`src/design/msie_pkg.sv`:
```
// msie_pkg: shared types, function codes and controller commands for the
// SPECIAL-class execute block. No dependencies.
`default_nettype none
package msie_pkg;

    localparam int unsigned DataWidth = 64;
    localparam int unsigned CountWidth = 7;

    localparam logic [5:0] FnSll    = 6'h00;
    localparam logic [5:0] FnSrl    = 6'h02;
    localparam logic [5:0] FnSra    = 6'h03;
    localparam logic [5:0] FnSllv   = 6'h04;
    localparam logic [5:0] FnSrlv   = 6'h06;
    localparam logic [5:0] FnSrav   = 6'h07;
    localparam logic [5:0] FnJr     = 6'h08;
    localparam logic [5:0] FnJalr   = 6'h09;
    localparam logic [5:0] FnSync   = 6'h0F;
    localparam logic [5:0] FnMfhi   = 6'h10;
    localparam logic [5:0] FnMthi   = 6'h11;
    localparam logic [5:0] FnMflo   = 6'h12;
    localparam logic [5:0] FnMtlo   = 6'h13;
    localparam logic [5:0] FnDsllv  = 6'h14;
    localparam logic [5:0] FnDsrlv  = 6'h16;
    localparam logic [5:0] FnDsrav  = 6'h17;
    localparam logic [5:0] FnMult   = 6'h18;
    localparam logic [5:0] FnMultu  = 6'h19;
    localparam logic [5:0] FnDiv    = 6'h1A;
    localparam logic [5:0] FnDivu   = 6'h1B;
    localparam logic [5:0] FnDmult  = 6'h1C;
    localparam logic [5:0] FnDmultu = 6'h1D;
    localparam logic [5:0] FnDdiv   = 6'h1E;
    localparam logic [5:0] FnDdivu  = 6'h1F;
    localparam logic [5:0] FnAdd    = 6'h20;
    localparam logic [5:0] FnAddu   = 6'h21;
    localparam logic [5:0] FnSub    = 6'h22;
    localparam logic [5:0] FnSubu   = 6'h23;
    localparam logic [5:0] FnAnd    = 6'h24;
    localparam logic [5:0] FnOr     = 6'h25;
    localparam logic [5:0] FnXor    = 6'h26;
    localparam logic [5:0] FnNor    = 6'h27;
    localparam logic [5:0] FnSlt    = 6'h2A;
    localparam logic [5:0] FnSltu   = 6'h2B;
    localparam logic [5:0] FnDadd   = 6'h2C;
    localparam logic [5:0] FnDaddu  = 6'h2D;
    localparam logic [5:0] FnDsub   = 6'h2E;
    localparam logic [5:0] FnDsubu  = 6'h2F;
    localparam logic [5:0] FnDsll   = 6'h38;
    localparam logic [5:0] FnDsrl   = 6'h3A;
    localparam logic [5:0] FnDsra   = 6'h3B;
    localparam logic [5:0] FnDsll32 = 6'h3C;
    localparam logic [5:0] FnDsrl32 = 6'h3E;
    localparam logic [5:0] FnDsra32 = 6'h3F;

    typedef struct packed {
        logic [5:0]  funct;
        logic [4:0]  shift_amount;
        logic [4:0]  dest_reg;
        logic [63:0] rs_value;
        logic [63:0] rt_value;
        logic [31:0] pc;
    } in_word_t;

    typedef struct packed {
        logic        write_enable;
        logic [4:0]  dest_index;
        logic [63:0] write_value;
        logic        jump_taken;
        logic [63:0] jump_target;
        logic        undefined;
    } out_word_t;

    typedef enum logic [2:0] {
        ST_IDLE,
        ST_MUL,
        ST_DIV,
        ST_FIX,
        ST_OUT
    } state_t;

    typedef enum logic [1:0] {
        OP_SIMPLE,
        OP_MUL,
        OP_DIV
    } op_class_t;

    // controller -> datapath
    typedef struct packed {
        logic load;     // capture input word, run single-cycle ops
        logic mul_step; // one shift-add multiply step
        logic div_step; // one restoring divide step
        logic finish;   // sign fix and HI/LO commit
    } cmd_t;

    // datapath -> controller
    typedef struct packed {
        op_class_t op_class;
        logic      last;  // iteration counter at final step
    } status_t;

    function automatic logic [63:0] sext32(input logic [31:0] w);
        return {{32{w[31]}}, w};
    endfunction

endpackage
`default_nettype wire

```
`src/design/msie_ctrl.sv`:
```
// msie_ctrl: sequencing state machine for the execute block.
// Depends on msie_pkg.
`default_nettype none
module msie_ctrl (
    input  wire logic              aclk,
    input  wire logic              aresetn,
    input  wire logic              s_valid,
    output logic                   s_ready,
    output logic                   m_valid,
    input  wire logic              m_ready,
    input  wire msie_pkg::status_t stat,
    output msie_pkg::cmd_t         cmd
);
    msie_pkg::state_t state_reg, state_next;

    always_ff @(posedge aclk) begin
        if (!aresetn) begin
            state_reg <= msie_pkg::ST_IDLE;
        end else begin
            state_reg <= state_next;
        end
    end

    always_comb begin
        state_next = state_reg;
        unique case (state_reg)
            msie_pkg::ST_IDLE: if (s_valid) state_next = msie_pkg::ST_FIX;
            msie_pkg::ST_FIX: begin
                // after load: pick path by op class
                unique case (stat.op_class)
                    msie_pkg::OP_MUL: state_next = msie_pkg::ST_MUL;
                    msie_pkg::OP_DIV: state_next = msie_pkg::ST_DIV;
                    default:          state_next = msie_pkg::ST_OUT;
                endcase
            end
            msie_pkg::ST_MUL: if (stat.last) state_next = msie_pkg::ST_OUT;
            msie_pkg::ST_DIV: if (stat.last) state_next = msie_pkg::ST_OUT;
            msie_pkg::ST_OUT: begin
                if (m_ready) state_next = msie_pkg::ST_IDLE;
            end
            default: state_next = msie_pkg::ST_IDLE;
        endcase
    end

    always_comb begin
        cmd = '0;
        s_ready = 1'b0;
        m_valid = 1'b0;
        unique case (state_reg)
            msie_pkg::ST_IDLE: begin
                s_ready  = 1'b1;
                cmd.load = s_valid;
            end
            msie_pkg::ST_MUL: begin
                cmd.mul_step = 1'b1;
                cmd.finish   = stat.last;
            end
            msie_pkg::ST_DIV: begin
                cmd.div_step = 1'b1;
                cmd.finish   = stat.last;
            end
            msie_pkg::ST_OUT: m_valid = 1'b1;
            default: ;
        endcase
    end
endmodule
`default_nettype wire

```
`src/design/msie_dp.sv`:
```
// msie_dp: operand registers, ALU/shifter, shift-add multiplier,
// restoring divider and HI/LO. Depends on msie_pkg.
`default_nettype none
module msie_dp (
    input  wire logic               aclk,
    input  wire logic               aresetn,
    input  wire msie_pkg::in_word_t s_word,
    input  wire msie_pkg::cmd_t     cmd,
    output msie_pkg::status_t       stat,
    output msie_pkg::out_word_t     m_word
);
    localparam int unsigned W = msie_pkg::DataWidth;

    logic [63:0] hi_reg, lo_reg, hi_next, lo_next;
    msie_pkg::out_word_t res_reg, res_next;
    msie_pkg::op_class_t cls_reg, cls_next;
    logic [63:0] a_reg, b_reg;          // magnitudes for divide; a also holds the multiplicand
    logic [63:0] acc_reg;               // mul high accumulator or div remainder
    logic [63:0] q_reg;                 // mul low product / div quotient
    logic [msie_pkg::CountWidth-1:0] cnt_reg;
    logic neg_q_reg, neg_r_reg, skip_reg, wide_reg;

    // single-cycle result
    logic [63:0] rs, rt, val;
    logic [31:0] rs32, rt32;
    logic [4:0]  sa;
    logic        we, jmp, und;
    logic [64:0] add65, sub65;

    always_comb begin
        rs = s_word.rs_value;
        rt = s_word.rt_value;
        rs32 = rs[31:0];
        rt32 = rt[31:0];
        sa = s_word.shift_amount;
        add65 = {1'b0, rs} + {1'b0, rt};
        sub65 = {1'b0, rs} - {1'b0, rt};
        we = 1'b1; jmp = 1'b0; und = 1'b0; val = '0;
        cls_next = msie_pkg::OP_SIMPLE;
        unique case (s_word.funct)
            msie_pkg::FnSll:  val = msie_pkg::sext32(rt32 << sa);
            msie_pkg::FnSrl:  val = msie_pkg::sext32(rt32 >> sa);
            msie_pkg::FnSra:  val = msie_pkg::sext32(32'($signed(rt32) >>> sa));
            msie_pkg::FnSllv: val = msie_pkg::sext32(rt32 << rs[4:0]);
            msie_pkg::FnSrlv: val = msie_pkg::sext32(rt32 >> rs[4:0]);
            msie_pkg::FnSrav: val = msie_pkg::sext32(32'($signed(rt32) >>> rs[4:0]));
            msie_pkg::FnJr:   begin we = 1'b0; jmp = 1'b1; end
            msie_pkg::FnJalr: begin
                jmp = 1'b1;
                val = {32'b0, s_word.pc + 32'd8};
            end
            msie_pkg::FnSync: we = 1'b0;
            msie_pkg::FnMfhi: val = hi_reg;
            msie_pkg::FnMflo: val = lo_reg;
            msie_pkg::FnMthi, msie_pkg::FnMtlo: we = 1'b0;
            msie_pkg::FnDsllv: val = rt << rs[5:0];
            msie_pkg::FnDsrlv: val = rt >> rs[5:0];
            msie_pkg::FnDsrav: val = 64'($signed(rt) >>> rs[5:0]);
            msie_pkg::FnMult, msie_pkg::FnMultu, msie_pkg::FnDmult,
            msie_pkg::FnDmultu: begin
                we = 1'b0; cls_next = msie_pkg::OP_MUL;
            end
            msie_pkg::FnDiv, msie_pkg::FnDivu, msie_pkg::FnDdiv,
            msie_pkg::FnDdivu: begin
                we = 1'b0; cls_next = msie_pkg::OP_DIV;
            end
            msie_pkg::FnAdd, msie_pkg::FnAddu: val = msie_pkg::sext32(add65[31:0]);
            msie_pkg::FnSub, msie_pkg::FnSubu: val = msie_pkg::sext32(sub65[31:0]);
            msie_pkg::FnAnd: val = rs & rt;
            msie_pkg::FnOr:  val = rs | rt;
            msie_pkg::FnXor: val = rs ^ rt;
            msie_pkg::FnNor: val = ~(rs | rt);
            msie_pkg::FnSlt: val = {63'b0, $signed(rs) < $signed(rt)};
            msie_pkg::FnSltu: val = {63'b0, sub65[64]};
            msie_pkg::FnDadd, msie_pkg::FnDaddu: val = add65[63:0];
            msie_pkg::FnDsub, msie_pkg::FnDsubu: val = sub65[63:0];
            msie_pkg::FnDsll:   val = rt << sa;
            msie_pkg::FnDsrl:   val = rt >> sa;
            msie_pkg::FnDsra:   val = 64'($signed(rt) >>> sa);
            msie_pkg::FnDsll32: val = rt << {1'b1, sa};
            msie_pkg::FnDsrl32: val = rt >> {1'b1, sa};
            msie_pkg::FnDsra32: val = 64'($signed(rt) >>> {1'b1, sa});
            default: begin we = 1'b0; und = 1'b1; end
        endcase
        res_next.write_enable = we;
        res_next.dest_index   = we ? s_word.dest_reg : 5'd0;
        res_next.write_value  = we ? val : 64'd0;
        res_next.jump_taken   = jmp;
        res_next.jump_target  = jmp ? rs : 64'd0;
        res_next.undefined    = und;
    end

    // operand preparation for mul/div
    logic        f_wide, f_signed, na, nb;
    logic [63:0] oa, ob, ma, mb;
    always_comb begin
        f_wide   = s_word.funct[2];            // D* forms
        f_signed = !s_word.funct[0];
        oa = f_wide ? rs : (f_signed ? msie_pkg::sext32(rs32) : {32'b0, rs32});
        ob = f_wide ? rt : (f_signed ? msie_pkg::sext32(rt32) : {32'b0, rt32});
        na = f_signed && oa[63];
        nb = f_signed && ob[63];
        ma = na ? 64'(-oa) : oa;
        mb = nb ? 64'(-ob) : ob;
    end

    // multiply and divide steps: one bit of the multiplier in q, or one quotient bit, per cycle
    logic [64:0] mul_sum;
    logic [63:0] rem_sh;
    logic [64:0] div_try;
    always_comb begin
        mul_sum = {1'b0, acc_reg} + ((q_reg[0]) ? {1'b0, a_reg} : 65'd0);
        rem_sh  = {acc_reg[62:0], q_reg[63]};
        div_try = {acc_reg[63], rem_sh} - {1'b0, b_reg};
    end

    // MTHI/MTLO writes, final sign fix / commit
    logic [127:0] prod;
    logic [63:0]  qf, rf;
    always_comb begin
        hi_next = hi_reg;
        lo_next = lo_reg;
        prod = '0; qf = '0; rf = '0;
        if (cmd.load && s_word.funct == msie_pkg::FnMthi) hi_next = rs;
        if (cmd.load && s_word.funct == msie_pkg::FnMtlo) lo_next = rs;
        if (cmd.finish) begin
            if (cls_reg == msie_pkg::OP_MUL) begin
                prod = {mul_sum, q_reg[63:1]};
                if (neg_q_reg) prod = 128'(-prod);
                if (wide_reg) begin
                    hi_next = prod[127:64]; lo_next = prod[63:0];
                end else begin
                    hi_next = msie_pkg::sext32(prod[63:32]);
                    lo_next = msie_pkg::sext32(prod[31:0]);
                end
            end else if (!skip_reg) begin
                qf = {q_reg[62:0], ~div_try[64]};
                rf = div_try[64] ? rem_sh : div_try[63:0];
                if (neg_q_reg) qf = 64'(-qf);
                if (neg_r_reg) rf = 64'(-rf);
                if (wide_reg) begin
                    hi_next = rf; lo_next = qf;
                end else begin
                    hi_next = msie_pkg::sext32(rf[31:0]);
                    lo_next = msie_pkg::sext32(qf[31:0]);
                end
            end
        end
    end

    always_ff @(posedge aclk) begin
        if (!aresetn) begin
            hi_reg <= '0;
            lo_reg <= '0;
        end else begin
            hi_reg <= hi_next;
            lo_reg <= lo_next;
        end
    end

    always_ff @(posedge aclk) begin
        if (cmd.load) begin
            res_reg   <= res_next;
            cls_reg   <= cls_next;
            wide_reg  <= f_wide;
            skip_reg  <= (ob == 64'd0);
            acc_reg   <= '0;
            cnt_reg   <= '0;
            neg_r_reg <= na;
            if (cls_next == msie_pkg::OP_MUL) begin
                // multiplicand in a, multiplier shifts through q
                a_reg     <= ma;
                q_reg     <= mb;
                neg_q_reg <= na ^ nb;
            end else begin
                a_reg     <= ma;
                b_reg     <= mb;
                q_reg     <= ma;
                neg_q_reg <= na ^ nb;
            end
        end else if (cmd.mul_step) begin
            acc_reg <= mul_sum[64:1];
            q_reg   <= {mul_sum[0], q_reg[63:1]};
            cnt_reg <= cnt_reg + 1'b1;
        end else if (cmd.div_step) begin
            acc_reg <= div_try[64] ? rem_sh : div_try[63:0];
            q_reg   <= {q_reg[62:0], ~div_try[64]};
            cnt_reg <= cnt_reg + 1'b1;
        end
    end

    always_comb begin
        stat.op_class = cls_reg;
        stat.last     = (cnt_reg == msie_pkg::CountWidth'(W - 1));
        m_word        = res_reg;
    end
endmodule
`default_nettype wire

```
`src/design/mips64_special_integer_execute.sv`:
```
// mips64_special_integer_execute: top level, joins controller and datapath.
// Depends on msie_pkg, msie_ctrl, msie_dp.
`default_nettype none
// Executes one MIPS III SPECIAL-class instruction per input word and keeps
// the HI and LO registers.
// Input channel s_*: valid/ready, payload s_word (funct, shift amount,
// destination, rs and rt values, PC). Result channel m_*: one word per
// input, carrying register write, jump and undefined-code flags.
// Single-cycle operations (ALU, shifts, moves, jumps) go from accept
// through the FIX state to OUT, which raises m_valid. Multiplies and
// divides run a 64-step shift-add or restoring-divide loop in the
// datapath, one bit a cycle, between FIX and OUT; 32-bit forms use the
// same 64 steps on extended operands. One word is in flight at a time;
// s_ready is high only when the block is idle, so a new word is taken
// only after the previous result has been accepted on m_ready.
// Reset (aresetn low, synchronous) clears HI, LO and the controller.
// When the receiver stalls, m_word holds steady with m_valid high and no
// new word is taken.
module mips64_special_integer_execute (
    input  wire logic                aclk,
    input  wire logic                aresetn,
    input  wire logic                s_valid,
    output logic                     s_ready,
    input  wire msie_pkg::in_word_t  s_word,
    output logic                     m_valid,
    input  wire logic                m_ready,
    output msie_pkg::out_word_t      m_word
);
    msie_pkg::cmd_t    cmd;
    msie_pkg::status_t stat;

    msie_ctrl u_ctrl (
        .aclk    (aclk),
        .aresetn (aresetn),
        .s_valid (s_valid),
        .s_ready (s_ready),
        .m_valid (m_valid),
        .m_ready (m_ready),
        .stat    (stat),
        .cmd     (cmd)
    );

    msie_dp u_dp (
        .aclk    (aclk),
        .aresetn (aresetn),
        .s_word  (s_word),
        .cmd     (cmd),
        .stat    (stat),
        .m_word  (m_word)
    );
endmodule
`default_nettype wire

```
`config.mk`:
```
export PLATFORM = sky130hd
export DESIGN_NAME = mips64_special_integer_execute
export DESIGN_NICKNAME = d
export VERILOG_FILES = /design/src/design/msie_pkg.sv /design/src/design/msie_ctrl.sv /design/src/design/msie_dp.sv /design/src/design/mips64_special_integer_execute.sv
export SDC_FILE = /design/constraint.sdc
export NUM_CORES = 2
export LEC_CHECK = 0
export BUFFER_PORTS_ARGS = -buffer_cell sky130_fd_sc_hd__buf_2
export CORE_MARGIN = 10
export CORE_UTILIZATION = 43
export CTS_CLUSTER_SIZE = 20
export DETAILED_ROUTE_END_ITERATION = 7
export MAX_ROUTING_LAYER = met4
export PLACE_DENSITY = 0.59
export SLEW_MARGIN = 0
export SYNTH_ARGS = -nofsm -noshare
export SYNTH_HDL_FRONTEND = slang
export SYNTH_SLANG_ARGS = --single-unit
```
`constraint.sdc`:
```
create_clock -name aclk -period 9.55 [get_ports aclk]
set_input_delay 1.4325 -clock aclk [delete_from_list [all_inputs] [get_ports aclk]]
set_output_delay 1.4325 -clock aclk [all_outputs]
set_load 0.005 [all_outputs]
```
==> results.md <==
- Total global routing track utilization: 51.1%
- Post-synth EDFFs: 334
- Share of cells above drive strength 1: 9.31%
- Post-CTS sizing: 0
- Core Rows: 151
- First-pass GRT wire length: 665 mm
- Max_cap viols: 2
- Mean post-synth cell area: 7.17 sq um
- CP Launch Type: register
- # IOs: 318
- Clock Tree Root: clkbuf_16
- DRT Pass-1 Iters: 8
- Iter 0 DRT Violations: 16200
- Core ar.: 0.169 sq mm
- Largest net degree at the start of global routing: 164
- Post-CTS Setup Inserts: 0
- Leakage: 31.8 nW
- Htree depth: 3
- Type of the worst setup path: reg2reg
- Initial antenna violation count: 60
- Ys Warns: 0
- DIE AREA: 0.186 sq mm
- Final Critical Period: 8.13 ns
- Port buffer count: 317
- TNS Setup: 0 ns
- Failing checks: design-rule violations, max-capacitance violations, max-slew violations
- WL per Instance: 39.7 microns
- P&R area growth vs syn: 8.69%
- Yosys cell types: 108
- Slew Limit Fails: 4
- Seq/Total Area, Yosys: 19.3%
- Slew HR: -5.79%
- Worst VDD drop: 221 uV
- Syn Nets: 10700
- Critical path's slowest cell: nor4_1
- Slew @ Worst Pin: 1.55 ns
- Slowest stage delay, CP: 0.61 ns
- RSZ-0062 raised after global routing: no
- Async S/R FF share, synth: 0%
- Max Root-Sink Buffers: 3
- CTS clk-pin slew, worst paths: 0.06 ns
- Max reg flops: 136
- Main flop type after synthesis: edfxtp_1
- FF+latch count, synth: 536
- Final Total Pwr: 0.0196 W
- Setup violators final: 0
- Grt ovf: 0
- Routed Antenna Nets: 0
- Die height: 432 microns
- F_max: 123 MHz
- Hold crit path type: reg2reg
- Most common cell on crit path: buf_4
- Die W: 432 microns
- Starting Density: 43.2%
- CP max FO: 34
- Crit-path leading delay family: compound AO/OA/AOI/OAI gates
- DR vias/cell: 7.34
- DRC viols: 14
- Syn Inst Count: 10200
- Worst EP required: 10.20 ns
- PwrDens: 247 mW/mm^2
- Crit share post-route: 85.1%
- Clock skew: 0.0294 ns
- Routed WL: 489 mm
- Final nets: 10500
- Crit. End Element: register
- WP buf/inv: 6
- Clock Sinks: 536
- Clk_lat worst skew: 0.75 ns
- Vias in the first global route: 84100
- Gpl congestion: 1.17
- CP arrival: 8.78 ns
- Status: complete, but fails checks
- HPWL after DPL: 380 mm
- CTS tree: done
- Number of fill cells: 17000
- Final hold viol count: 0
- Hold_buf cts: 0
- CTS Buf Count: 72
- Via count: 90500
- Syn Std Cell Area: 0.0729 sq mm
==> metal layers <==
layer	track usage (%)	vias up	part of all wire, %
li1	-	37100	-
met4	41.1	0	11
met3	15.3	2220	13
met1	58.7	43200	35
met2	73.4	7992	41
met5	-	-	0
==> path summary, 6_finish.rpt <==
kind                                 startpoint              end  slack (ns)  cells past startpoint
worst max-delay path             u_dp.q_reg[63]  u_dp.hi_reg[60]        1.42                     26
worst max register to register   u_dp.q_reg[63]  u_dp.hi_reg[60]        1.42                     26
worst min register to register  u_dp.cnt_reg[5]  u_dp.cnt_reg[5]        0.50                      2
worst min-delay path            u_dp.cnt_reg[5]  u_dp.cnt_reg[5]        0.50                      2
==> power by group <==
part / internal [W] / switching, W
clock network: 0.00158 / 0.00133
registers: 0.00332 / 0.000842
logic: 0.00375 / 0.00874
total: 0.00866 / 0.0109
==> cell usage in the layout (no fill, tap or decap), types with 100 or more instances in the layout <==
cell      netlist  final
nor3_1        249    244
o21ai_0       719    716
a211oi_1      144    144
nand2_1      1089   1085
a221oi_1      100    100
nor2_1       1090   1076
and2_1        184    183
a31oi_1       112    112
xnor2_1       363    363
dfxtp_1       202    202
buf_4           0    262
mux2i_1       767    751
edfxtp_1      334    334
nand4_1       111    111
inv_1         310    304
a21o_1        107    107
o211ai_1      108    108
buf_2           7    316
nand3_1       169    166
a21oi_1      1108   1106
ha_1          330    329
a22oi_1       130    130
xor2_1        155    155
==> layout make-up <==
| type | count | area, sq um | area share (%) |
|---|---|---|---|
| antenna | 57 | 143 | 0.180 |
| inverter | 341 | 1290 | 1.63 |
| clock inverter | 45 | 444 | 0.561 |
| tap | 2218 | 2780 | 3.50 |
| multi-input combinational | 8457 | 54900 | 69.2 |
| clock buffer | 88 | 1940 | 2.45 |
| timing repair buffer | 587 | 3720 | 4.69 |
| sequential | 536 | 14100 | 17.8 |
==> cell families after synthesis <==
| family | share of synthesized area, % |
|---|---|
| mux | 12.2 |
| simple gates | 21.6 |
| fa+ha+maj | 5.77 |
| flops | 19.3 |
| buf+inv | 6.05 |
| compound gates | 28.9 |
| xor+xnor | 6.22 |
==> Yosys cell counts (all sizes together), types with 122 or more instances <==
master / instances / area share [%]
a21oi: 1108 / 7.6
xor2: 155 / 1.9
and2: 187 / 1.6
a211oi: 144 / 1.5
o21ai: 760 / 5.2
edfxtp: 334 / 14
nor2: 1091 / 5.6
buf: 122 / 0.66
nand3: 169 / 1.2
mux2i: 767 / 11
inv: 315 / 1.6
nand2: 1089 / 5.6
dfxtp: 202 / 5.5
nor3: 250 / 1.7
ha: 330 / 5.7
clkbuf: 706 / 3.6
a22oi: 130 / 1.3
xnor2: 363 / 4.4
==> worst register-to-register path: cells and delay by family (launching register included) <==
kind	cells	cell delay, ns
and+or+nand+nor	7	1.86
xor gates and xnor gates	1	0.15
buffers and inverters	6	1.46
adders and majority gates	3	1.06
AOI/OAI and AO/OA	9	3.16
DFF	1	0.32
==> through the flow <==
stage	setup slack [ns]	std cells	instance area (sq um)	hold slack, ns	utilization (%)
after floorplan	1.18	10200	72900	0.459	-
after detailed placement	1.17	12100	76700	0.488	45.4
final	1.42	12300	79200	0.501	46.9
after global placement	1.15	12100	76700	0.467	45.4
after CTS	1.81	12300	79100	0.497	46.8
after global routing	1.15	12300	79200	0.523	46.9
No activity file was read; power rests on OpenSTA's default activity.
